==> src/design/ttce_pkg.sv <==
// ----------------------------------------------------------------------------
// ttce_pkg
// Shared types, codes and limits of the text terminal cursor engine.
// ----------------------------------------------------------------------------
package ttce_pkg;

   localparam int MAX_COLS = 128;
   localparam int MAX_ROWS = 64;

   localparam int COL_HARD = (MAX_COLS < 128) ? MAX_COLS : 128;
   localparam int ROW_HARD = (MAX_ROWS < 64) ? MAX_ROWS : 64;

   localparam logic [7:0] COL_LIM = 8'(COL_HARD);
   localparam logic [6:0] ROW_LIM = 7'(ROW_HARD);

   localparam logic [7:0] COL_COUNT_RST = 8'd80;
   localparam logic [6:0] ROW_COUNT_RST = 7'd37;

   localparam logic [7:0] CH_CR    = 8'd13;
   localparam logic [7:0] CH_LF    = 8'd10;
   localparam logic [7:0] CH_FF    = 8'd12;
   localparam logic [7:0] CH_BS    = 8'd8;
   localparam logic [7:0] CH_SPACE = 8'd32;
   localparam logic [7:0] CH_NUL   = 8'd0;

   localparam logic FUNC_TYPE = 1'b0;
   localparam logic FUNC_MOVE = 1'b1;

   localparam logic REG_COL_COUNT = 1'b0;
   localparam logic REG_ROW_COUNT = 1'b1;

   typedef enum logic [1:0] {
      ACT_CELL  = 2'd0,
      ACT_SPAN  = 2'd1,
      ACT_CLEAR = 2'd2,
      ACT_NONE  = 2'd3
   } action_type;

   typedef enum logic [2:0] {
      KIND_MOVE,
      KIND_EOL,
      KIND_CLEAR,
      KIND_BS,
      KIND_PRINT
   } kind_type;

   typedef struct packed {
      kind_type   kind;
      logic [7:0] ch;
      logic [7:0] fore;
      logic [7:0] back;
      logic [6:0] col;
      logic [5:0] row;
   } cmd_type;

   typedef struct packed {
      action_type action;
      logic [6:0] cell_col;
      logic [5:0] cell_row;
      logic [7:0] glyph;
      logic [7:0] fore_color;
      logic [7:0] back_color;
      logic [6:0] cursor_col_now;
      logic [5:0] cursor_row_now;
   } res_type;

   typedef struct packed {
      logic [7:0] cols;
      logic [6:0] rows;
   } geom_type;

   function automatic logic [7:0] limit_cols(input logic [7:0] v);
      logic [7:0] t;
      t = (v == 8'd0) ? 8'd1 : v;
      return (t > COL_LIM) ? COL_LIM : t;
   endfunction

   function automatic logic [6:0] limit_rows(input logic [6:0] v);
      logic [6:0] t;
      t = (v == 7'd0) ? 7'd1 : v;
      return (t > ROW_LIM) ? ROW_LIM : t;
   endfunction

endpackage

==> src/design/ttce_fifo.sv <==
// ----------------------------------------------------------------------------
// ttce_fifo
// Two-entry queue with registered full/empty, used between the stages.
// ----------------------------------------------------------------------------
module ttce_fifo #(
   parameter int WIDTH = 8
) (
   input  logic             clock,
   input  logic             reset,
   input  logic             wr_en,
   input  logic [WIDTH-1:0] wr_data,
   output logic             full,
   input  logic             rd_en,
   output logic [WIDTH-1:0] rd_data,
   output logic             empty
);

   logic [WIDTH-1:0] mem_ff [2];
   logic             wr_ptr_ff, wr_ptr_in;
   logic             rd_ptr_ff, rd_ptr_in;
   logic [1:0]       count_ff, count_in;
   logic             do_wr, do_rd;

   assign full    = (count_ff == 2'd2);
   assign empty   = (count_ff == 2'd0);
   assign do_wr   = wr_en & ~full;
   assign do_rd   = rd_en & ~empty;
   assign rd_data = mem_ff[rd_ptr_ff];

   always_comb begin
      wr_ptr_in = do_wr ? ~wr_ptr_ff : wr_ptr_ff;
      rd_ptr_in = do_rd ? ~rd_ptr_ff : rd_ptr_ff;
      count_in  = count_ff;
      if (do_wr && !do_rd) begin
         count_in = count_ff + 2'd1;
      end else if (do_rd && !do_wr) begin
         count_in = count_ff - 2'd1;
      end
   end

   always_ff @(posedge clock) begin
      if (reset) begin
         wr_ptr_ff <= 1'b0;
         rd_ptr_ff <= 1'b0;
         count_ff  <= 2'd0;
      end else begin
         wr_ptr_ff <= wr_ptr_in;
         rd_ptr_ff <= rd_ptr_in;
         count_ff  <= count_in;
      end
   end

   always_ff @(posedge clock) begin
      if (do_wr) begin
         mem_ff[wr_ptr_ff] <= wr_data;
      end
   end

endmodule

==> src/design/ttce_front.sv <==
// ----------------------------------------------------------------------------
// ttce_front
// Decodes an incoming item into a command kind for the back end.
// ----------------------------------------------------------------------------
module ttce_front
   import ttce_pkg::*;
(
   input  logic       func,
   input  logic [7:0] ch,
   input  logic [7:0] fore,
   input  logic [7:0] back,
   input  logic [6:0] col,
   input  logic [5:0] row,
   output cmd_type    cmd
);

   kind_type kind;

   always_comb begin
      if (func == FUNC_MOVE) begin
         kind = KIND_MOVE;
      end else if (ch == CH_CR || ch == CH_LF) begin
         kind = KIND_EOL;
      end else if (ch == CH_FF) begin
         kind = KIND_CLEAR;
      end else if (ch == CH_BS) begin
         kind = KIND_BS;
      end else begin
         kind = KIND_PRINT;
      end
   end

   assign cmd = '{kind: kind, ch: ch, fore: fore, back: back, col: col, row: row};

endmodule

==> src/design/ttce_back.sv <==
// ----------------------------------------------------------------------------
// ttce_back
// Holds the cursor and turns each decoded command into one result item.
// ----------------------------------------------------------------------------
module ttce_back
   import ttce_pkg::*;
(
   input  logic     clock,
   input  logic     reset,
   input  geom_type geom,
   input  logic     cmd_avail,
   input  cmd_type  cmd,
   output logic     cmd_take,
   input  logic     res_full,
   output logic     res_push,
   output res_type  res
);

   logic [6:0] cur_col_ff, cur_col_in;
   logic [5:0] cur_row_ff, cur_row_in;
   logic [6:0] col_fit, col_last, mv_col;
   logic [5:0] row_fit, row_last, mv_row;
   logic [7:0] col_inc;
   logic [6:0] row_inc;
   logic [5:0] row_next;
   logic       step;

   assign step     = cmd_avail & ~res_full;
   assign cmd_take = step;
   assign res_push = step;

   assign col_last = 7'(geom.cols - 8'd1);
   assign row_last = 6'(geom.rows - 7'd1);
   assign col_fit  = ({1'b0, cur_col_ff} >= geom.cols) ? col_last : cur_col_ff;
   assign row_fit  = ({1'b0, cur_row_ff} >= geom.rows) ? row_last : cur_row_ff;
   assign mv_col   = ({1'b0, cmd.col} >= geom.cols) ? col_last : cmd.col;
   assign mv_row   = ({1'b0, cmd.row} >= geom.rows) ? row_last : cmd.row;
   assign col_inc  = {1'b0, col_fit} + 8'd1;
   assign row_inc  = {1'b0, row_fit} + 7'd1;
   assign row_next = (row_inc >= geom.rows) ? 6'd0 : row_inc[5:0];

   always_comb begin
      res.action     = ACT_NONE;
      res.cell_col   = 7'd0;
      res.cell_row   = 6'd0;
      res.glyph      = CH_NUL;
      res.fore_color = cmd.fore;
      res.back_color = cmd.back;
      cur_col_in     = col_fit;
      cur_row_in     = row_fit;
      unique case (cmd.kind)
         KIND_MOVE: begin
            cur_col_in = mv_col;
            cur_row_in = mv_row;
         end
         KIND_EOL: begin
            res.action   = ACT_SPAN;
            res.cell_col = col_fit;
            res.cell_row = row_fit;
            res.glyph    = CH_SPACE;
            cur_col_in   = 7'd0;
            cur_row_in   = row_next;
         end
         KIND_CLEAR: begin
            res.action = ACT_CLEAR;
            res.glyph  = CH_SPACE;
            cur_col_in = 7'd0;
            cur_row_in = 6'd0;
         end
         KIND_BS: begin
            if (col_fit != 7'd0) begin
               res.action   = ACT_CELL;
               res.cell_col = col_fit - 7'd1;
               res.cell_row = row_fit;
               res.glyph    = CH_SPACE;
               cur_col_in   = col_fit - 7'd1;
            end
         end
         KIND_PRINT: begin
            res.action   = ACT_CELL;
            res.cell_col = col_fit;
            res.cell_row = row_fit;
            res.glyph    = cmd.ch;
            if (col_inc >= geom.cols) begin
               cur_col_in = 7'd0;
               cur_row_in = row_next;
            end else begin
               cur_col_in = col_inc[6:0];
            end
         end
         default: begin
            cur_col_in = col_fit;
            cur_row_in = row_fit;
         end
      endcase
      res.cursor_col_now = cur_col_in;
      res.cursor_row_now = cur_row_in;
   end

   always_ff @(posedge clock) begin
      if (reset) begin
         cur_col_ff <= 7'd0;
         cur_row_ff <= 6'd0;
      end else if (step) begin
         cur_col_ff <= cur_col_in;
         cur_row_ff <= cur_row_in;
      end
   end

endmodule

==> src/design/text_terminal_cursor_engine_unit.sv <==
// ----------------------------------------------------------------------------
// text_terminal_cursor_engine_unit
// Text-mode terminal cursor engine: one screen write or cursor move per item.
// ----------------------------------------------------------------------------
// Usage:
//   Input queue: drive req_* and raise push; the item is taken on an edge
//   where push is high and full is low. Result queue: while empty is low the
//   oldest result sits on rsp_*; pop on that edge consumes it.
//   Every item gives exactly one result, in order.
//   Config: csr_index 0 = column count, 1 = row count, written on an edge with
//   csr_valid high (csr_ready is always high). Write only while idle.
// Path: each item passes through the command queue, then its result through the result queue.
// Throughput: one item per cycle unless stalled; the back end's cursor update
//   is a combinational compare/increment/clamp, so items can run back to back.
// Reset: cursor goes home, counts return to 80 columns and 37 rows, and both
//   queues empty.
// Stall: when pop is held low, results collect in a two-entry result queue,
//   then the back end stops and the two-entry command queue fills, after
//   which full rises. No item is dropped.
// ----------------------------------------------------------------------------
module text_terminal_cursor_engine_unit
   import ttce_pkg::*;
(
   input  logic       clock,
   input  logic       reset,
   input  logic       push,
   output logic       full,
   input  logic       req_func,
   input  logic [7:0] req_ch,
   input  logic [7:0] req_fore,
   input  logic [7:0] req_back,
   input  logic [6:0] req_col,
   input  logic [5:0] req_row,
   output logic       empty,
   input  logic       pop,
   output logic [1:0] rsp_action,
   output logic [6:0] rsp_cell_col,
   output logic [5:0] rsp_cell_row,
   output logic [7:0] rsp_glyph,
   output logic [7:0] rsp_fore_color,
   output logic [7:0] rsp_back_color,
   output logic [6:0] rsp_cursor_col_now,
   output logic [5:0] rsp_cursor_row_now,
   input  logic       csr_valid,
   output logic       csr_ready,
   input  logic       csr_index,
   input  logic [7:0] csr_data
);

   geom_type geom_ff, geom_in;
   cmd_type  cmd_new, cmd_head;
   res_type  res_new, res_head;
   logic     cmd_empty, cmd_take;
   logic     res_full, res_push;

   assign csr_ready = 1'b1;

   always_comb begin
      geom_in = geom_ff;
      if (csr_valid) begin
         unique case (csr_index)
            REG_COL_COUNT: geom_in.cols = limit_cols(csr_data);
            REG_ROW_COUNT: geom_in.rows = limit_rows(csr_data[6:0]);
            default:       geom_in = geom_ff;
         endcase
      end
   end

   always_ff @(posedge clock) begin
      if (reset) begin
         geom_ff.cols <= limit_cols(COL_COUNT_RST);
         geom_ff.rows <= limit_rows(ROW_COUNT_RST);
      end else begin
         geom_ff <= geom_in;
      end
   end

   ttce_front u_front (
      .func (req_func),
      .ch   (req_ch),
      .fore (req_fore),
      .back (req_back),
      .col  (req_col),
      .row  (req_row),
      .cmd  (cmd_new)
   );

   ttce_fifo #(
      .WIDTH ($bits(cmd_type))
   ) u_cmd_q (
      .clock   (clock),
      .reset   (reset),
      .wr_en   (push),
      .wr_data (cmd_new),
      .full    (full),
      .rd_en   (cmd_take),
      .rd_data (cmd_head),
      .empty   (cmd_empty)
   );

   ttce_back u_back (
      .clock     (clock),
      .reset     (reset),
      .geom      (geom_ff),
      .cmd_avail (~cmd_empty),
      .cmd       (cmd_head),
      .cmd_take  (cmd_take),
      .res_full  (res_full),
      .res_push  (res_push),
      .res       (res_new)
   );

   ttce_fifo #(
      .WIDTH ($bits(res_type))
   ) u_res_q (
      .clock   (clock),
      .reset   (reset),
      .wr_en   (res_push),
      .wr_data (res_new),
      .full    (res_full),
      .rd_en   (pop),
      .rd_data (res_head),
      .empty   (empty)
   );

   assign rsp_action         = res_head.action;
   assign rsp_cell_col       = res_head.cell_col;
   assign rsp_cell_row       = res_head.cell_row;
   assign rsp_glyph          = res_head.glyph;
   assign rsp_fore_color     = res_head.fore_color;
   assign rsp_back_color     = res_head.back_color;
   assign rsp_cursor_col_now = res_head.cursor_col_now;
   assign rsp_cursor_row_now = res_head.cursor_row_now;

endmodule
==> config.mk <==
export PLATFORM = sky130hd
export DESIGN_NAME = text_terminal_cursor_engine_unit
export DESIGN_NICKNAME = d
export VERILOG_FILES = /design/src/design/ttce_pkg.sv /design/src/design/ttce_fifo.sv /design/src/design/ttce_front.sv /design/src/design/ttce_back.sv /design/src/design/text_terminal_cursor_engine_unit.sv
export SDC_FILE = /design/constraint.sdc
export NUM_CORES = 1
export LEC_CHECK = 0
export BUFFER_PORTS_ARGS = -buffer_cell sky130_fd_sc_hd__buf_4
export CORE_UTILIZATION = 40
export DETAILED_ROUTE_END_ITERATION = 10
export MAX_ROUTING_LAYER = met4
export SLEW_MARGIN = 30
export SYNTH_ARGS = -nofsm -noshare
export SYNTH_HDL_FRONTEND = slang
export SYNTH_HIERARCHICAL = 1
export SYNTH_SLANG_ARGS = --single-unit
==> constraint.sdc <==
create_clock -name clock -period 11 [get_ports clock]
set_input_delay 1.65 -clock clock [delete_from_list [all_inputs] [get_ports clock]]
set_output_delay 1.65 -clock clock [all_outputs]
set_load 0.03 [all_outputs]
==> results of run 1 <==
-- critical path, stage by stage (launching register included) --
cell,delay (ps)
dfxtp_1,430
inv_1,190
ha_1,340
o211ai_1,140
a211oi_4,460
or2_1,640
a21oi_1,310
ha_1,330
o2111ai_1,100
o21ai_0,130
xor2_1,250
ha_1,290
and4_1,190
a211o_1,320
a2111oi_4,490
inv_1,190
o221ai_1,220
nor2_1,90
nor2_1,160
-- report_power, final --
| part | switching (W) | leakage, nW | internal (W) |
|---|---|---|---|
| Combinational | 0.00102 | 2.48 | 0.000626 |
| Sequential | 0.0000835 | 2.04 | 0.00120 |
| Clock | 0.000325 | 0.407 | 0.000527 |
-- kinds of logic (layout without fill, tap and decap cells) --
group	Yosys count	count (layout)	synth area share
buffers and inverters	117	188	0.0609
XOR/XNOR	23	23	0.0177
AO/OA/AOI/OAI	148	148	0.0931
other	1	1	0.000330
AND/OR/NAND/NOR	214	214	0.101
multiplexers	122	122	0.119
adder cells (fa/ha/maj)	50	50	0.0548
flip-flops	222	222	0.553
-- cells in the mapped netlist, types with 9 or more instances --
library cell	instances	area share
and3_1	9	0.0050
a21oi_1	39	0.017
mux2i_1	26	0.023
nor3_1	14	0.0062
nor2_1	68	0.022
buf_2	12	0.0053
edfxtp_1	184	0.49
mux2_2	95	0.094
inv_1	33	0.011
ha_1	49	0.054
nand2_1	41	0.014
o21ai_0	19	0.0084
xor2_1	13	0.010
xnor2_1	10	0.0077
a21o_1	11	0.0073
clkbuf_1	10	0.0033
buf_4	57	0.038
dfxtp_1	38	0.067
nand3_1	10	0.0044
-- worst max-delay path by stage --
stage | to | startpoint | slack, ps | depth (start not counted)
after floorplan | u_back/cur_row_ff[4] | geom_ff[12] | 6350 | 19
after global placement | u_back/cur_row_ff[5] | geom_ff[9] | 5610 | 18
after CTS | u_back/cur_row_ff[5] | geom_ff[10] | 5570 | 18
after global routing | u_back/cur_row_ff[5] | geom_ff[9] | 5140 | 18
final | u_res_q/mem_ff[1][6] | geom_ff[10] | 5570 | 18
after detailed placement | u_back/cur_row_ff[5] | geom_ff[10] | 5570 | 18
-- registers in the layout (all words and copies together) (netlist names), named ones only --
signal             cells
geom_ff               15
u_res_q/count_ff       2
u_res_q/rd_ptr_ff      1
u_cmd_q/mem_ff        80
u_back/cur_row_ff      6
u_back/cur_col_ff      7
u_cmd_q/rd_ptr_ff      1
u_res_q/wr_ptr_ff      1
u_cmd_q/wr_ptr_ff      1
u_res_q/mem_ff       104
u_cmd_q/count_ff       2
-- stage by stage --
step / instance area (sq um) / hold slack [ps]
floorplan: 11400 / 432
global route: 13000 / 488
global placement: 12100 / 442
finish: 13000 / 453
detailed placement: 12100 / 447
CTS: 13000 / 456
-- cell type report --
class,count,area (sq um),share of cell area
multi-input cells,558,4400,0.339
repair buffers,111,833,0.0643
inverters,33,126,0.00975
clock buffers,29,629,0.0485
well taps,378,473,0.0365
clock inverters,15,218,0.0168
flip-flops and latches,222,6290,0.485
-- per-layer routing --
layer	wire length, microns	track usage	vias to the layer above
li1	-	-	3398
met1	11400	0.236	3422
met2	11700	0.286	161
met3	1120	0.0254	32
met4	531	0.0435	0
met5	0	-	-
==> results.toml, run 1 <==
[sta]
rsz0062_at_grt = "false"
fmax_mhz = 184
finalMaxSlewViolations = 0
setup_viol = 0
finalClockSkew_ps = 12.3
slew_headroom = 0.428
tightest_slew_ps = 854
final-hold-violation-count = 0
setup_tns_ps = 0
worst_slack_ps = 5570
post-route-period-util = 0.494
fin_crit_ps = 5430

[clock_tree]
cts_hold_buf = 0
cts.clk_slew.worst_paths_ps = 60
cts_buffers = 24
insertion_delay_ps = 520
cts_setup_buffers = 0
cts_resized = 0
numClockSinks = 222
root_buffer = "clkbuf_16"
cts_tree = "yes"
clk_path_buf_depth = 3
cts_htree_levels = 1

[placed_design]
pre_cts_ws_ps = 5570
dp_cells = 1302
dp_hpwl_microns = 17200
gp_congestion = 0.900
io_buffers = 105

[power_and_ir_drop]
ir_drop_uv = 123
totalPowerFinal_w = 0.00378
p_leak_nw = 4.92
p_per_area_nw_per_um2 = 291

[critical_path]
r2r_end = "u_res_q/mem_ff[1][6]"
endpoint_kind = "register"
crit_arrival_ps = 5790
cp-start-kind = "register"
r2r_slack_ps = 5570
cp.required_ps = 11360
path_class = "reg -> reg"
r2r_cells = 18
reg2reg_from = "geom_ff[10]"
critPathMaxFanout = 16

[cells_and_area]
n_antenna_cell = 0
layout_common_cells = "edfxtp_1 (184), buf_4 (111), mux2_2 (95)"
layoutNonFillerInstCount = 1346
utilization = 0.465
fin_nets = 1051
final_common_cell = "edfxtp_1"
n_fill_cell = 2515
drive_gt1_frac = 0.284
area_growth_pct = 14.0

[drt]
dr_total_vias = 7013
wl_per_cell_microns = 18.4
ant_nets = 0
via_per_inst = 5.21
firstDrtPassIters = 4
post-route-drc-count = 0
wl_microns = 24800
drt_iter0_markers = 403

[worst_hold_path]
hold_class = "reg -> reg"
worstHoldStart = "geom_ff[4]"
min_path_cells = 2
hold_path_end = "geom_ff[4]"

[synthesis]
synth_area_sq_um = 11400
ys_async_sr_fraction = 0
syn_inst = 897
ys_seq_area_frac = 0.553
synth-edff-count = 184
synth_ff_type = "edfxtp_1"
synth-seq-cells = 222
yosys_warnings = 6
syn-num-nets = 998
synth_area_per_cell_sq_um = 12.7
synth.distinct_cells = 79

[floorplan]
rows = 61
die_w_microns = 171
coreArea_sq_um = 27900
dieArea_sq_um = 29100
io_pins = 107
start_util = 0.408
die_h_microns = 171

[global_routing]
grt_pass1_vias = 6943
grt_max_degree = 53
gr-usage-all-layers = 0.178
antenna_found_initial = 0
overflow = 0
grt_pass1_wl_microns = 38700

[job]
max_cap_viol_count = 0

[run_status]
status = "completed"
Note: power is estimated with default switching activity, not from simulation.
==> run 2, diff against run 1 <==
Settings changed: ABC_AREA set to 1.
Clock period 11 ns to 4.9 ns, I/O delays scaled along.
==> run 2 against run 1 <==
Net effect: the run now ends with design-rule violations left; clock power grew 110%; power grew 140%; synthesized cell count grew 15%; clock-buffer cell count grew 1; via count grew 3.8%; sequential power grew 130%; synthesized area grew 2.5%; setup slack lost 5000 ps; critical path type unchanged; critical endpoint is now u_back/cur_col_ff[0]; largest cell class unchanged.
==> results.toml, run 2 <==
[cells_and_area]
largest_register_ffs = 104
utilization = 0.464
n_antenna_cell = 0
fin_nets = 1201
postLayoutCellArea_sq_um = 13300
layoutNonFillerInstCount = 1502
regMostFlops = "u_res_q/mem_ff"
n_fill_cell = 2693
top_regs = "u_res_q/mem_ff (104), u_cmd_q/mem_ff (80), geom_ff (15)"
final_common_cell = "edfxtp_1"
layout_common_cells = "edfxtp_1 (184), nand2_1 (118), buf_4 (114)"
drive_gt1_frac = 0.297
area_growth_pct = 14.2

[clock_tree]
numClockSinks = 222
insertion_delay_ps = 520
cts_tree = "yes"
clk_path_buf_depth = 3
cts_buffers = 25
cts_resized = 0
cts.clk_slew.worst_paths_ps = 60
cts_htree_levels = 1
cts_setup_buffers = 0
cts_hold_buf = 0
root_buffer = "clkbuf_16"

[drt]
via_per_inst = 4.85
ant_nets = 0
drt_iter0_markers = 446
post-route-drc-count = 1
firstDrtPassIters = 8
wl_microns = 24700
wl_per_cell_microns = 16.4
dr_total_vias = 7280

[critical_path]
path_class = "reg -> reg"
cpMaxStageDelayCell = "a21oi_2"
cpLargestDelayFamily = "simple AND/OR/NAND/NOR gates"
critPathBufInv = 3
cp-start-kind = "register"
max_stage_delay_ps = 370
crit_arrival_ps = 4740
crit_top_cell = "nand2_1"
cp.required_ps = 5340
endpoint_kind = "register"
worstPathCellList = "inv_1 -> ha_1 -> a21oi_1 -> nor2_1 -> a21oi_2 -> nand2_2 -> nand2_1 -> nand2_1 -> ha_1 -> nand2_2 -> clkinv_1 -> nand2_1 -> o21ai_2 -> and2_1 -> ha_1 -> nand2_1 -> nor2_1 -> nand4_1 -> nand3_1 -> nor2_1 -> inv_1 -> o211ai_1 -> o21ai_0 -> a21oi_1"
critPathMaxFanout = 11

[synthesis]
synth_area_sq_um = 11700
ys_async_sr_fraction = 0
yosysMostFrequentCell = "edfxtp_1"
yosys-top-cells-count = "edfxtp_1 (184), nand2_1 (118), inv_1 (105)"
yosys_warnings = 6
synth-edff-count = 184
synth.distinct_cells = 53
yosys-top-cells-area = "edfxtp_1 (47%), dfxtp_1 (6.5%), mux2_4 (6.4%)"
synth_top_area_share = 0.474
synth-seq-cells = 222
syn_inst = 1029
synth_area_per_cell_sq_um = 11.3
ys_seq_area_frac = 0.539
syn-num-nets = 1130
yosysTopAreaCell = "edfxtp_1"
synth_ff_type = "edfxtp_1"

[run_status]
status = "complete, but fails checks"
violations = "design-rule violations"

[sta]
finalClockSkew_ps = 11.3
setup_viol = 0
post-route-period-util = 0.877
tightest_slew_ps = 789
setup_tns_ps = 0
fin_crit_ps = 4300
slew_headroom = 0.474
fmax_mhz = 233
rsz0062_at_grt = "false"
final-hold-violation-count = 0
finalMaxSlewViolations = 0

[floorplan]
die_w_microns = 173
start_util = 0.406
coreArea_sq_um = 28700
dieArea_sq_um = 29800
rows = 62
die_h_microns = 173
io_pins = 107

[job]
max_cap_viol_count = 0

[global_routing]
grt_pass1_vias = 7174
grt_max_degree = 41
grt_pass1_wl_microns = 38800
overflow = 0
gr-usage-all-layers = 0.171
antenna_found_initial = 0

[power_and_ir_drop]
ir_drop_uv = 395
p_leak_nw = 5.38
p_per_area_nw_per_um2 = 674

[placed_design]
placed_area_sq_um = 12500
dp_cells = 1457
dp_hpwl_microns = 18200
io_buffers = 105
gp_congestion = 0.870

[worst_hold_path]
hold_class = "in -> reg"
-- run 2: changes by cell type after synthesis, moves of 13 or more --
cell | before | now
nand2_1 | 41 | 118
inv_1 | 33 | 105
mux2_2 | 95 | 42
mux2_4 | 0 | 50
nand3_1 | 10 | 43
o21ai_0 | 19 | 51
mux2i_1 | 26 | 0
nand2_2 | 1 | 22
nor2_1 | 68 | 85
inv_2 | 0 | 13
-- run 2: routing by layer --
metal,track usage,vias to the layer above,share of wire
li1,-,3637,-
met1,0.214,3413,0.44
met2,0.291,186,0.49
met3,0.0237,44,0.047
met4,0.0431,0,0.023
met5,-,-,0
-- run 2: kinds of logic (layout without fill, tap and decap cells) --
kind of cell / count (synthesis) / count (layout) / synth area share
adder cells (fa/ha/maj): 49 / 49 / 0.0526
XOR/XNOR: 12 / 12 / 0.00966
AND/OR/NAND/NOR: 325 / 325 / 0.138
other: 1 / 1 / 0.000322
multiplexers: 92 / 92 / 0.105
flip-flops: 222 / 222 / 0.539
buffers and inverters: 195 / 284 / 0.0906
AO/OA/AOI/OAI: 133 / 133 / 0.0646
-- run 2: report_power, final --
group	total [W]	internal [W]	switching, W	leakage, nW
registers	0.00298	0.00274	0.000237	2.04
clock network	0.00177	0.00106	0.000715	0.394
logic	0.00422	0.00160	0.00261	2.95
total	0.00897	0.00540	0.00356	5.38
-- run 2: layout make-up --
cell class | count | area, sq um | area share
clock buffers | 30 | 654 | 0.0492
well taps | 384 | 480 | 0.0361
flip-flops and latches | 222 | 6290 | 0.473
repair buffers | 118 | 941 | 0.0707
clock inverters | 15 | 134 | 0.0101
inverters | 121 | 455 | 0.0342
multi-input cells | 612 | 4350 | 0.327
-- run 2: per-stage QoR --
step	power [W]	hold slack, ps	setup WS, ps
2_1_floorplan	0.00609	445	1060
3_3_place_gp	0.00716	459	806
3_5_place_dp	0.00727	460	685
4_1_cts	0.00907	368	616
5_1_grt	0.00955	377	128
6_report	0.00897	401	602
-- run 2: worst paths after layout --
check                           depth (start not counted)                   end  slack, ps   startpoint
worst max-delay path                                   24  u_back/cur_col_ff[0]        600  geom_ff[12]
worst min-delay path                                    1  u_cmd_q/mem_ff[0][9]        400   req_col[3]
worst max register to register                         24  u_back/cur_col_ff[0]        600  geom_ff[12]
worst min register to register                          2            geom_ff[4]        460   geom_ff[4]
==> run 3, diff against run 2 <==
Settings changed: ABC_AREA 1 to 0, CORE_MARGIN set to 2.
==> run 3 against run 2 <==
Net effect: the flow now finishes without violations; first-iteration DRC count fell by 8.1%; sequential cell count stayed put; via count is 4.4% lower; highest routed layer unchanged; critical path type unchanged; cell count shrank 8.9%; sequential share of layout area increased by 0.88 points; clock-buffer cell count rose by 3; critical path depth decreased by 8; combinational power shrank 10%; hold slack worse by 21 ps; sequential power fell by 3%; clock power about the same; die area fell by 0.13%.
==> results.toml, run 3 (synthesized netlist as in run 1, its figures left out) <==
[critical_path]
endpoint_kind = "register"
r2r_slack_ps = 310
cp.required_ps = 5340
crit_arrival_ps = 5020
critPathMaxFanout = 10
cp-start-kind = "register"
path_class = "reg -> reg"

[cells_and_area]
postLayoutCellArea_sq_um = 13100
area_growth_pct = 14.8
layout_common_cells = "edfxtp_1 (184), buf_4 (133), mux2_2 (95)"
multi_input_area_sq_um = 4390
regMostFlops = "u_res_q/mem_ff"
top_regs = "u_res_q/mem_ff (104), u_cmd_q/mem_ff (80), geom_ff (15)"
n_antenna_cell = 0
final_common_cell = "edfxtp_1"
n_fill_cell = 2519
regArea_sq_um = 6290
fin_nets = 1074
drive_gt1_frac = 0.301
largest_register_ffs = 104

[sta]
final-hold-violation-count = 0
slew_headroom = 0.464
fmax_mhz = 218
fin_crit_ps = 4590
setup_tns_ps = 0
setup_viol = 0
tightest_slew_ps = 801
finalClockSkew_ps = 17.6
rsz0062_at_grt = "false"
finalMaxSlewViolations = 0
post-route-period-util = 0.936

[clock_tree]
root_buffer = "clkbuf_16"
insertion_delay_ps = 540
clk_path_buf_depth = 3
cts_resized = 0
cts.clk_slew.worst_paths_ps = 60
cts_tree = "yes"
cts_htree_levels = 1
cts_setup_buffers = 0
numClockSinks = 222
cts_buffers = 25
cts_hold_buf = 0

[floorplan]
dieArea_sq_um = 29800
die_w_microns = 173
die_h_microns = 173
coreArea_sq_um = 27900
rows = 61
start_util = 0.408
io_pins = 107

[run_status]
status = "completed"

[job]
max_cap_viol_count = 0

[placed_design]
dp_hpwl_microns = 18100
io_buffers = 105
gp_congestion = 0.874
placed_area_sq_um = 12300

[global_routing]
grt_max_degree = 53
grt_pass1_wl_microns = 39300
overflow = 0
grt_pass1_vias = 6950
gr-usage-all-layers = 0.172
antenna_found_initial = 0

[drt]
ant_nets = 0
post-route-drc-count = 0
dr_total_vias = 6957
wl_per_cell_microns = 18.3
firstDrtPassIters = 5
drt_iter0_markers = 410
via_per_inst = 5.08
wl_microns = 25000

[power_and_ir_drop]
ir_drop_uv = 270
p_leak_nw = 5.01
p_per_area_nw_per_um2 = 645

[worst_hold_path]
hold_class = "in -> reg"
run 3: changes by cell type in the layout (fill, tap and decap cells not counted), sizes merged, moves of 14 or more:
cell / previous run / this run
o21ai: 66 / 29
nor2: 98 / 70
mux2i: 0 / 27
buf: 118 / 133
inv: 120 / 36
nand2: 142 / 42
nand4: 17 / 3
a21oi: 53 / 39
nand3: 48 / 10
run 3: worst max-delay path, stage by stage (launching register included):
cell,delay (ps)
dfxtp_1,380
inv_1,120
ha_1,380
a211oi_2,310
o32ai_4,180
or2_1,300
buf_4,180
a31oi_1,300
o21bai_1,300
xor2_1,210
ha_1,280
and4_1,210
a211o_1,320
a2111oi_4,330
nor2_1,180
o22a_1,250
a311oi_1,250
run 3: layout make-up:
class / count / area share
clock buffer: 33 / 0.0518
tap: 378 / 0.0362
inverter: 33 / 0.00949
sequential: 222 / 0.482
timing repair buffer: 133 / 0.0765
multi-input combinational: 558 / 0.337
clock inverter: 12 / 0.00776
run 3: path summary, 6_finish.rpt:
kind / startpoint / end / cells past startpoint
worst max-delay path: geom_ff[12] / u_back/cur_row_ff[4] / 16
worst min-delay path: req_col[6] / u_cmd_q/mem_ff[0][12] / 1
worst max register to register: geom_ff[12] / u_back/cur_row_ff[4] / 16
worst min register to register: geom_ff[4] / geom_ff[4] / 2
run 3: stage by stage:
stage          worst slack, ps  total power [W]  hold slack, ps  std cells   util
2_1_floorplan              250          0.00555             432        897      -
3_3_place_gp               365          0.00670             441       1324  0.441
3_5_place_dp               326          0.00671             454       1324  0.441
4_1_cts                    295          0.00851             357       1369  0.469
5_1_grt                   22.9          0.00892             358       1369  0.469
6_report                   314          0.00842             380       1369  0.469
run 3: per-layer routing:
layer | vias to the layer above | GRT usage | routed length, microns
met5 | - | - | 0
met4 | 0 | 0.0488 | 495
met3 | 30 | 0.0284 | 1130
met2 | 143 | 0.266 | 11500
met1 | 3344 | 0.235 | 11900
li1 | 3440 | - | -
run 3: power by group:
group | switching, W | internal, W
Sequential | 0.000198 | 0.00269
Clock | 0.000735 | 0.00103
Combinational | 0.00229 | 0.00148
Total | 0.00323 | 0.00519
